**src/rtl/core/lprm_pkg.sv**
```systemverilog
`default_nettype none

package lprm_pkg;

    // Default sizes of the cache.
    localparam int unsigned DEVICE_SLOTS_DEF      = 16;
    localparam int unsigned MODEL_PAGE_COUNT_DEF  = 64;
    localparam int unsigned ELEMENTS_PER_PAGE_DEF = 2048;

    // Field widths of the stream items.
    localparam int unsigned PAGE_INDEX_W    = 6;
    localparam int unsigned ELEMENT_INDEX_W = 11;
    localparam int unsigned SLOT_FIELD_W    = 4;
    localparam int unsigned ADDR_FIELD_W    = 15;
    localparam int unsigned VICTIM_FIELD_W  = 6;
    localparam int unsigned TOTAL_W         = 32;
    localparam int unsigned STAMP_W         = 64;

    localparam int unsigned S_TDATA_W = 24;
    localparam int unsigned M_TDATA_W = 96;
    localparam int unsigned M_TUSER_W = 2;

    // Bit positions inside the streams.
    localparam int unsigned IN_PAGE_LSB  = 0;
    localparam int unsigned IN_ELEM_LSB  = IN_PAGE_LSB + PAGE_INDEX_W;
    localparam int unsigned OUT_SLOT_LSB = 0;
    localparam int unsigned OUT_ADDR_LSB = OUT_SLOT_LSB + SLOT_FIELD_W;
    localparam int unsigned OUT_VICT_LSB = OUT_ADDR_LSB + ADDR_FIELD_W;
    localparam int unsigned OUT_FLT_LSB  = OUT_VICT_LSB + VICTIM_FIELD_W;
    localparam int unsigned OUT_EVC_LSB  = OUT_FLT_LSB + TOTAL_W;
    localparam int unsigned OUT_USED_W   = OUT_EVC_LSB + TOTAL_W;
    localparam int unsigned USER_HIT     = 0;
    localparam int unsigned USER_EVICTED = 1;

    localparam int unsigned MOD_STEPS = 6;

    // Remainder of a narrow value by a constant through a short chain of
    // conditional subtractions of the shifted divisor.
    function automatic logic [15:0] mod_small(input logic [15:0] value,
                                              input int unsigned divisor);
        logic [31:0] rem;
        logic [31:0] shifted;
        rem = 32'(value);
        for (int k = MOD_STEPS - 1; k >= 0; k--)
        begin
            shifted = 32'(divisor) << k;
            if (shifted <= rem)
            begin
                rem = rem - shifted;
            end
        end
        return rem[15:0];
    endfunction

endpackage

`default_nettype wire

```
**src/rtl/core/lru_page_residency_manager.sv**
```systemverilog
`default_nettype none

// Fully associative LRU page cache. Each input transfer is one element read
// of a model page; each yields exactly one result transfer with hit, slot,
// device word address, eviction and running counts. After reset the block
// clears every entry of its page table before it takes the first item.
// Items are processed one at a time: a hit passes through the check and
// done states, a fault into a free slot through check, install and done,
// and a fault that must evict through check, a scan of the stamp memory at
// one entry per cycle, owner, evict, install and done. A finished result
// sits in the output register; the next item is accepted while it waits.
module lru_page_residency_manager
    import lprm_pkg::*;
#(
    parameter int unsigned DEVICE_SLOTS      = DEVICE_SLOTS_DEF,
    parameter int unsigned MODEL_PAGE_COUNT  = MODEL_PAGE_COUNT_DEF,
    parameter int unsigned ELEMENTS_PER_PAGE = ELEMENTS_PER_PAGE_DEF
)
(
    input  wire logic                 clk,
    input  wire logic                 rst_n,
    input  wire logic                 s_tvalid,
    output logic                      s_tready,
    // page_index [5:0], element_index [16:6], zero fill above
    input  wire logic [S_TDATA_W-1:0] s_tdata,
    output logic                      m_tvalid,
    input  wire logic                 m_tready,
    // device_slot [3:0], device_word_address [18:4], victim_page [24:19],
    // fault_total [56:25], evict_total [88:57], zero fill above
    output logic [M_TDATA_W-1:0]      m_tdata,
    // hit [0], evicted [1]
    output logic [M_TUSER_W-1:0]      m_tuser
);

    localparam int unsigned SLOT_W = $clog2(DEVICE_SLOTS);
    localparam int unsigned PAGE_W = $clog2(MODEL_PAGE_COUNT);
    localparam int unsigned CNT_W  = $clog2(DEVICE_SLOTS + 1);
    localparam int unsigned ENT_W  = SLOT_W + 1;

    typedef enum logic [2:0] {
        S_CLEAR,
        S_IDLE,
        S_CHECK,
        S_SCAN,
        S_OWNER,
        S_EVICT,
        S_INSTALL,
        S_DONE
    } state_t;

    state_t                state_reg;
    logic [PAGE_W-1:0]     clr_idx_reg;
    logic [PAGE_W-1:0]     page_reg;
    logic [ELEMENT_INDEX_W-1:0] elem_reg;
    logic [SLOT_W-1:0]     slot_reg;
    logic                  hit_reg;
    logic                  evicted_reg;
    logic [PAGE_W-1:0]     victim_reg;
    logic [CNT_W-1:0]      fill_cnt_reg;
    logic [CNT_W-1:0]      scan_idx_reg;
    logic [SLOT_W-1:0]     best_slot_reg;
    logic [STAMP_W-1:0]    best_stamp_reg;
    logic [STAMP_W-1:0]    tick_reg;
    logic [TOTAL_W-1:0]    fault_cnt_reg;
    logic [TOTAL_W-1:0]    evict_cnt_reg;
    logic                  m_tvalid_reg;
    logic [M_TDATA_W-1:0]  m_tdata_reg;
    logic [M_TUSER_W-1:0]  m_tuser_reg;

    // Page table: valid bit and slot per page.
    logic [ENT_W-1:0]      page_mem [MODEL_PAGE_COUNT];
    logic [ENT_W-1:0]      page_rdata_reg;
    logic [PAGE_W-1:0]     page_raddr;
    logic                  page_we;
    logic [PAGE_W-1:0]     page_waddr;
    logic [ENT_W-1:0]      page_wdata;

    // Slot owner and slot stamp memories.
    logic [PAGE_W-1:0]     owner_mem [DEVICE_SLOTS];
    logic [PAGE_W-1:0]     owner_rdata_reg;
    logic                  owner_we;
    logic [STAMP_W-1:0]    stamp_mem [DEVICE_SLOTS];
    logic [STAMP_W-1:0]    stamp_rdata_reg;
    logic [SLOT_W-1:0]     stamp_raddr;
    logic                  stamp_we;
    logic [SLOT_W-1:0]     stamp_waddr;
    logic [STAMP_W-1:0]    stamp_wdata;

    logic [15:0]           in_page_mod;
    logic [15:0]           in_elem_mod;
    logic [PAGE_W-1:0]     in_page;
    logic                  in_fire;
    logic                  entry_valid;
    logic [SLOT_W-1:0]     entry_slot;
    logic [SLOT_W-1:0]     scan_slot;
    logic [31:0]           addr_wide;
    logic [31:0]           slot_wide;
    logic [31:0]           victim_wide;
    logic [M_TDATA_W-1:0]  result_data;

    assign in_page_mod = mod_small(16'(s_tdata[IN_PAGE_LSB +: PAGE_INDEX_W]),
                                   MODEL_PAGE_COUNT);
    assign in_elem_mod = mod_small(16'(s_tdata[IN_ELEM_LSB +: ELEMENT_INDEX_W]),
                                   ELEMENTS_PER_PAGE);
    assign in_page     = in_page_mod[PAGE_W-1:0];

    assign s_tready = (state_reg == S_IDLE);
    assign in_fire  = s_tvalid && s_tready;
    assign m_tvalid = m_tvalid_reg;
    assign m_tdata  = m_tdata_reg;
    assign m_tuser  = m_tuser_reg;

    assign entry_valid = page_rdata_reg[SLOT_W];
    assign entry_slot  = page_rdata_reg[SLOT_W-1:0];
    // Stamp data in the scan belongs to the slot addressed in the cycle before.
    assign scan_slot   = SLOT_W'(scan_idx_reg - CNT_W'(1));

    assign page_raddr  = (state_reg == S_IDLE) ? in_page : page_reg;
    assign stamp_raddr = scan_idx_reg[SLOT_W-1:0];

    assign addr_wide   = 32'(slot_reg) * 32'(ELEMENTS_PER_PAGE) + 32'(elem_reg);
    assign slot_wide   = 32'(slot_reg);
    assign victim_wide = 32'(victim_reg);

    always_comb
    begin
        result_data = '0;
        result_data[OUT_SLOT_LSB +: SLOT_FIELD_W]   = slot_wide[SLOT_FIELD_W-1:0];
        result_data[OUT_ADDR_LSB +: ADDR_FIELD_W]   = addr_wide[ADDR_FIELD_W-1:0];
        result_data[OUT_VICT_LSB +: VICTIM_FIELD_W] = victim_wide[VICTIM_FIELD_W-1:0];
        result_data[OUT_FLT_LSB +: TOTAL_W]         = fault_cnt_reg;
        result_data[OUT_EVC_LSB +: TOTAL_W]         = evict_cnt_reg;
    end

    always_comb
    begin
        page_we     = 1'b0;
        page_waddr  = page_reg;
        page_wdata  = '0;
        owner_we    = 1'b0;
        stamp_we    = 1'b0;
        stamp_waddr = slot_reg;
        stamp_wdata = tick_reg;
        case (state_reg)
            S_CLEAR:
            begin
                page_we    = 1'b1;
                page_waddr = clr_idx_reg;
            end
            S_CHECK:
            begin
                if (entry_valid)
                begin
                    stamp_we    = 1'b1;
                    stamp_waddr = entry_slot;
                end
            end
            S_EVICT:
            begin
                page_we    = 1'b1;
                page_waddr = owner_rdata_reg;
            end
            S_INSTALL:
            begin
                // The fill stamp is overwritten at once by the access stamp.
                page_we     = 1'b1;
                page_wdata  = {1'b1, slot_reg};
                owner_we    = 1'b1;
                stamp_we    = 1'b1;
                stamp_wdata = tick_reg + STAMP_W'(1);
            end
            default:
            begin
            end
        endcase
    end

    always_ff @(posedge clk)
    begin
        if (page_we)
        begin
            page_mem[page_waddr] <= page_wdata;
        end
        page_rdata_reg <= page_mem[page_raddr];
    end

    always_ff @(posedge clk)
    begin
        if (owner_we)
        begin
            owner_mem[slot_reg] <= page_reg;
        end
        owner_rdata_reg <= owner_mem[best_slot_reg];
    end

    always_ff @(posedge clk)
    begin
        if (stamp_we)
        begin
            stamp_mem[stamp_waddr] <= stamp_wdata;
        end
        stamp_rdata_reg <= stamp_mem[stamp_raddr];
    end

    always_ff @(posedge clk or negedge rst_n)
    begin
        if (!rst_n)
        begin
            state_reg     <= S_CLEAR;
            clr_idx_reg   <= '0;
            fill_cnt_reg  <= '0;
            scan_idx_reg  <= '0;
            tick_reg      <= '0;
            fault_cnt_reg <= '0;
            evict_cnt_reg <= '0;
            m_tvalid_reg  <= 1'b0;
        end
        else
        begin
            if (m_tvalid_reg && m_tready && state_reg != S_DONE)
            begin
                m_tvalid_reg <= 1'b0;
            end
            case (state_reg)
                S_CLEAR:
                begin
                    clr_idx_reg <= clr_idx_reg + PAGE_W'(1);
                    if (clr_idx_reg == PAGE_W'(MODEL_PAGE_COUNT - 1))
                    begin
                        state_reg <= S_IDLE;
                    end
                end
                S_IDLE:
                begin
                    if (in_fire)
                    begin
                        page_reg    <= in_page;
                        elem_reg    <= in_elem_mod[ELEMENT_INDEX_W-1:0];
                        evicted_reg <= 1'b0;
                        victim_reg  <= '0;
                        state_reg   <= S_CHECK;
                    end
                end
                S_CHECK:
                begin
                    if (entry_valid)
                    begin
                        hit_reg   <= 1'b1;
                        slot_reg  <= entry_slot;
                        tick_reg  <= tick_reg + STAMP_W'(1);
                        state_reg <= S_DONE;
                    end
                    else
                    begin
                        hit_reg       <= 1'b0;
                        fault_cnt_reg <= fault_cnt_reg + TOTAL_W'(1);
                        if (fill_cnt_reg != CNT_W'(DEVICE_SLOTS))
                        begin
                            slot_reg     <= fill_cnt_reg[SLOT_W-1:0];
                            fill_cnt_reg <= fill_cnt_reg + CNT_W'(1);
                            state_reg    <= S_INSTALL;
                        end
                        else
                        begin
                            scan_idx_reg <= '0;
                            state_reg    <= S_SCAN;
                        end
                    end
                end
                S_SCAN:
                begin
                    scan_idx_reg <= scan_idx_reg + CNT_W'(1);
                    if (scan_idx_reg != '0)
                    begin
                        // Strict compare keeps the lowest slot on equal stamps.
                        if (scan_idx_reg == CNT_W'(1) || stamp_rdata_reg < best_stamp_reg)
                        begin
                            best_stamp_reg <= stamp_rdata_reg;
                            best_slot_reg  <= scan_slot;
                        end
                        if (scan_idx_reg == CNT_W'(DEVICE_SLOTS))
                        begin
                            state_reg <= S_OWNER;
                        end
                    end
                end
                S_OWNER:
                begin
                    state_reg <= S_EVICT;
                end
                S_EVICT:
                begin
                    evicted_reg   <= 1'b1;
                    victim_reg    <= owner_rdata_reg;
                    slot_reg      <= best_slot_reg;
                    evict_cnt_reg <= evict_cnt_reg + TOTAL_W'(1);
                    state_reg     <= S_INSTALL;
                end
                S_INSTALL:
                begin
                    tick_reg  <= tick_reg + STAMP_W'(2);
                    state_reg <= S_DONE;
                end
                S_DONE:
                begin
                    if (!m_tvalid_reg || m_tready)
                    begin
                        m_tvalid_reg <= 1'b1;
                        m_tdata_reg  <= result_data;
                        m_tuser_reg  <= {evicted_reg, hit_reg};
                        state_reg    <= S_IDLE;
                    end
                end
                default:
                begin
                    state_reg <= S_IDLE;
                end
            endcase
        end
    end

endmodule

`default_nettype wire

```
**config.mk**
```make
export PLATFORM = sky130hd
export DESIGN_NAME = lru_page_residency_manager
export DESIGN_NICKNAME = d
export VERILOG_FILES = /design/src/rtl/core/lprm_pkg.sv /design/src/rtl/core/lru_page_residency_manager.sv
export SDC_FILE = /design/constraint.sdc
export NUM_CORES = 2
export LEC_CHECK = 0
export BUFFER_PORTS_ARGS = -buffer_cell sky130_fd_sc_hd__buf_2
export CORE_ASPECT_RATIO = 1.4
export CORE_MARGIN = 2
export CORE_UTILIZATION = 41
export DETAILED_ROUTE_END_ITERATION = 6
export HOLD_SLACK_MARGIN = 0.03
export PLACE_DENSITY = 0.67
export SLEW_MARGIN = 20
export SYNTH_ARGS = -nofsm -noshare
export SYNTH_HDL_FRONTEND = slang
export SYNTH_SLANG_ARGS = --single-unit
```
**constraint.sdc**
```tcl
create_clock -name clk -period 11.8 [get_ports clk]
set_clock_uncertainty 0.05 [all_clocks]
set_input_delay 2.36 -clock clk [delete_from_list [all_inputs] [get_ports clk]]
set_output_delay 2.36 -clock clk [all_outputs]
set_load 0.05 [all_outputs]
```
After elaboration in Yosys (flattened, before gate mapping). Memories as Yosys holds them, arrays and structs flattened. A register that Yosys moved wholly into a read port is not among the register bits. Cells that the tools add are included.

Register bits after elaboration: 336. Memory bits (writable): 1440. Input bits: 28. Output and inout bits: 100. Word-level logic and storage cells: 116. Memories: 3.

$add $sub $neg: 9. $lt $le $gt $ge: 1. Equality and inequality tests: 21. Mux-type cells: 39. Bitwise operators: 1. Reductions and logical operators: 24.

Memories: stamp_mem (depth 16, width 64, read ports 1, clocked after memory_dff 1, wr ports 1, line lru_page_residency_manager.sv:82) `logic [STAMP_W-1:0] stamp_mem [DEVICE_SLOTS];`; page_mem (depth 64, width 5, read ports 1, clocked after memory_dff 1, wr ports 1, line lru_page_residency_manager.sv:71) `logic [ENT_W-1:0] page_mem [MODEL_PAGE_COUNT];`; owner_mem (depth 16, width 6, read ports 1, clocked after memory_dff 1, wr ports 1, line lru_page_residency_manager.sv:79) `logic [PAGE_W-1:0] owner_mem [DEVICE_SLOTS];`.

Operator list (count): $mux W64 (2); $pmux W64 S2 (1); $add A32 B1 Y32 const B (2); $add A64 B1 Y64 const B (1); $add A64 B2 Y64 const B (1); $lt A64 B64 Y1 (1); $pmux W3 S8 (1); $pmux W6 S2 (2); $mux W3 (7); $reduce_and A3 Y1 (6); $mux W4 (4); $add A15 B11 Y15 (1); $mux W5 (3); $ne A2 B2 Y1 const B (7); $mux W1 (13); $eq A3 B3 Y1 const B (4); $mux W6 (2); $add A5 B1 Y5 const B (2); $pmux W5 S2 (1); $pmux W4 S2 (1); $reduce_bool A2 Y1 (4); $add A6 B1 Y6 const B (1); $eq A3 B2 Y1 const B (2); $eq A6 B6 Y1 const B (1); 18 further kinds (25).

Longest topological paths before layout.
Depth after elaboration: 5. Depth in mapped cells: 12. Depth with buffers taken out: 9.

Worst setup path before layout. No wires, ideal clock.

Path kind: input-to-reg. Start: input port m_tready. End: register m_tdata_reg[10], in the netlist m_tdata[10], enable pin. Setup time: 533 ps. Arrival: 6179 ps. Required time: 11217 ps. Slack: 5038 ps. Cell stages on the path: 3. Path buffers: 0. Cells stage by stage: nand2b_1 > nand2_1 > nor2_1.

Word-level cells in the longest chain between the ends: 2.

RTL lines: start, declared (line lru_page_residency_manager.sv:27) `input wire logic m_tready,`; $logic_or A1 B1 Y1 (line lru_page_residency_manager.sv:306) `if (!m_tvalid_reg || m_tready)`; $reduce_and A3 Y1 (no source line); end signal, assigned (line lru_page_residency_manager.sv:309) `m_tdata_reg <= result_data;`; end, declared (line lru_page_residency_manager.sv:67) `logic [M_TDATA_W-1:0] m_tdata_reg;`.

No other way between the ends. A chain may end at the register's enable or synchronous reset.

Final worst setup path.
Start: input port rst_n. End: register best_stamp_reg[28], enable pin.

Word-level cells in the longest chain between the ends: 1.

RTL lines: start, declared (line lru_page_residency_manager.sv:21) `input wire logic rst_n,`; $reduce_and A4 Y1 (no source line); end signal, assigned (line lru_page_residency_manager.sv:278) `best_stamp_reg <= stamp_rdata_reg;`; end, declared (line lru_page_residency_manager.sv:62) `logic [STAMP_W-1:0] best_stamp_reg;`.

No other way between the ends.

==> results.md <==
- Status: complete, no violations
- Total number of vias: 35.8k
- H-tree levels: 4
- R2r setup slk: 6.90 ns
- CTS Buffer Depth: 3
- Layout area overhead: 13.1%
- Hold WC Path Type: reg -> reg
- Critical Path End Type: flip-flop
- Cell taking the most area after synthesis: edfxtp_1
- Vias in the first global route: 37.4k
- Wire per inst: 23.8 um
- Vias/cell: 5.46
- Largest cells by area after synthesis: edfxtp_1 68%, mux4_2 11%, dfrtp_1 5.1%
- Post-synth EDFFs: 1624
- Cts repair resizes: 0
- Kind of critical path: in -> reg
- Max VDD drop: 0.000179 V
- Antenna violations before repair: 1
- Gr ovfl total: 0
- Share of post-route cells with drive strength above 1: 0.211
- Maxcap violations: 0
- Slew Viols, Final: 0
- Final Critical Period: 5.55 ns
- Commonest cells post-synth: 1624 x edfxtp_1, 358 x nand2_1, 350 x mux4_2
- First-pass GRT wire length: 234000 um
- Reg2reg start: scan_idx_reg[0]
- Tcrit/Tclk final: 0.470
- Die Wd: 358 um
- Library cells used by synthesis: 72
- Cell area after synthesis: 72000 um2
- Final hold violation count: 0
- Largest net degree at the start of global routing: 96
- Post-synth top flop: edfxtp_1
- Worst path cell trace: buf_6 > nand3_1 > a2111oi_0 > o2111ai_1 > a21oi_1 > o2bb2ai_1 > nor2_4 > buf_4
- Post-DRT Antenna Nets: 0
- Crit Path Max Fanout: 48
- IO Pins: 128
- Post-synth top area share: 0.677
- Setup TNS: 0 ns
- Sequential area share after synthesis: 0.749
- Worst r2r path cells: 8
- Hold Crit Depth: 0
- Most frequent cell after synthesis: edfxtp_1
- Rel. slew slack: 0.226
- Drt total wl: 156000 um
- WP data required: 12.16 ns
- Syn Area/Cell: 18.4 um2
- Leak Pwr: 29.5 nW
- Hold Crit Endpoint: best_stamp_reg[20]
- Reg2reg end: best_stamp_reg[28]
- Gate Count Post-Synth: 3907
- Area of the core: 175000 um2
- Final HPWL DP: 88800 um
- CTS hold repair buffers: 0
- DRC viols: 0
- Placer congestion estimate: 0.860
- Initial Util: 0.411
- Largest reg by FF count: stamp_mem
- Fin nets: 4206
- Critical path startpoint category: input pin
- DR iter-0 viols: 3093
- Worst-Margin Slew: 1.16 ns
- Endpoints failing setup: 0
- Max reg flops: 1024
- Clk root buf: clkbuf_16
- CP Data Arrival Time: 5.91 ns
- Clock transition at path regs: 0.06 ns
- DR pass1 iterations: 7
- GR Util All Layers: 0.175
- F_max: 180 MHz
- CTS tree: done
- Post-synth ARST share: 0.0801
- Clock Latency Late Sink: 0.82 ns
- Regs by FF count: stamp_mem (1024), page_mem (320), owner_mem (96)
- #FFs+latches synth: 1847
- CTS buffer count: 166
- Pwr Density: 203 nW/um2
- Power Total: 16.6 mW
- RSZ-0062 raised after global routing: no
- Clock sinks: 1847
- Post CTS Setup Buffer Count: 0
- YS warnings: 0
- Port Buf Inserts: 113
- Die span in y: 500 um
- Cell Rows: 182
- Die area: 179000 um2
- Largest stage delay, worst path: 0.79 ns
- Slowest cell on crit path: a2111oi_0
- Hold path startpoint: stamp_rdata_reg[20]
per-stage QoR:
stage	setup slack, ns	cell area [um2]	util	std cells	hold slack [ns]
6_report	6.25	81400	0.465	6548	0.362
4_1_cts	6.43	81100	0.463	6544	0.363
2_1_floorplan	5.04	72100	-	3913	0.350
3_5_place_dp	5.57	75500	0.431	6232	0.355
5_1_grt	6.13	81400	0.465	6548	0.377
3_3_place_gp	5.58	75500	0.431	6232	0.351
critical path, delay by kind of cell:
kind | cells | cell delay [ns]
buffers and inverters | 2 | 1.01
AND/OR/NAND/NOR | 2 | 0.88
AO/OA/AOI/OAI | 4 | 1.49
cells in the final DEF (no fill, tap or decap), drive strengths merged, types with 54 or more instances in the layout:
cell,n
buf,200
xor2,84
nand3,105
nand2,358
mux2i,71
edfxtp,1624
clkinv,54
nor2,209
inv,98
dfrtp,148
nand4,57
clkbuf,226
dfxtp,75
ha,75
mux4,350
xnor2,111
worst max-delay path by stage:
stage	startpoint	to	slack, ns	depth (start not counted)
floorplan	m_tready	m_tdata[10]	5.04	3
global placement	rst_n	best_stamp_reg[6]	5.58	8
detailed placement	rst_n	best_stamp_reg[6]	5.57	8
CTS	rst_n	best_stamp_reg[31]	6.43	8
global route	rst_n	best_stamp_reg[31]	6.13	8
finish	rst_n	best_stamp_reg[28]	6.25	8
layout make-up:
cell class	count	area [um2]
Antenna cell	1	2.50
Clock buffer	226	4620
Clock inverter	86	965
Fill cell	14407	93700
Inverter	86	330
Multi-Input combinational cell	1802	17400
Sequential cell	1847	54000
Tap cell	2300	2880
Timing Repair Buffer	200	1300
where the power goes:
group          switching [mW]  internal, mW
logic                    1.81          1.24
registers               0.401          7.62
clock network            2.37          3.11
layer usage:
layer	global-route usage	vias to the layer above	share of wire
met5	0	-	0
met4	0.0624	0	0.030
met3	0.0213	277	0.041
met2	0.315	1009	0.54
met1	0.217	18782	0.39
li1	-	15696	-
cell families after synthesis:
logic type,count (synthesis),synth area share
compound gates,190,0.0191
other cells,1,0.0000521
fa+ha+maj,75,0.0130
buf+inv,264,0.0162
flops,1847,0.749
mux,425,0.120
simple gates,910,0.0584
xor+xnor,195,0.0237
Note: power is estimated with default switching activity, not from simulation.
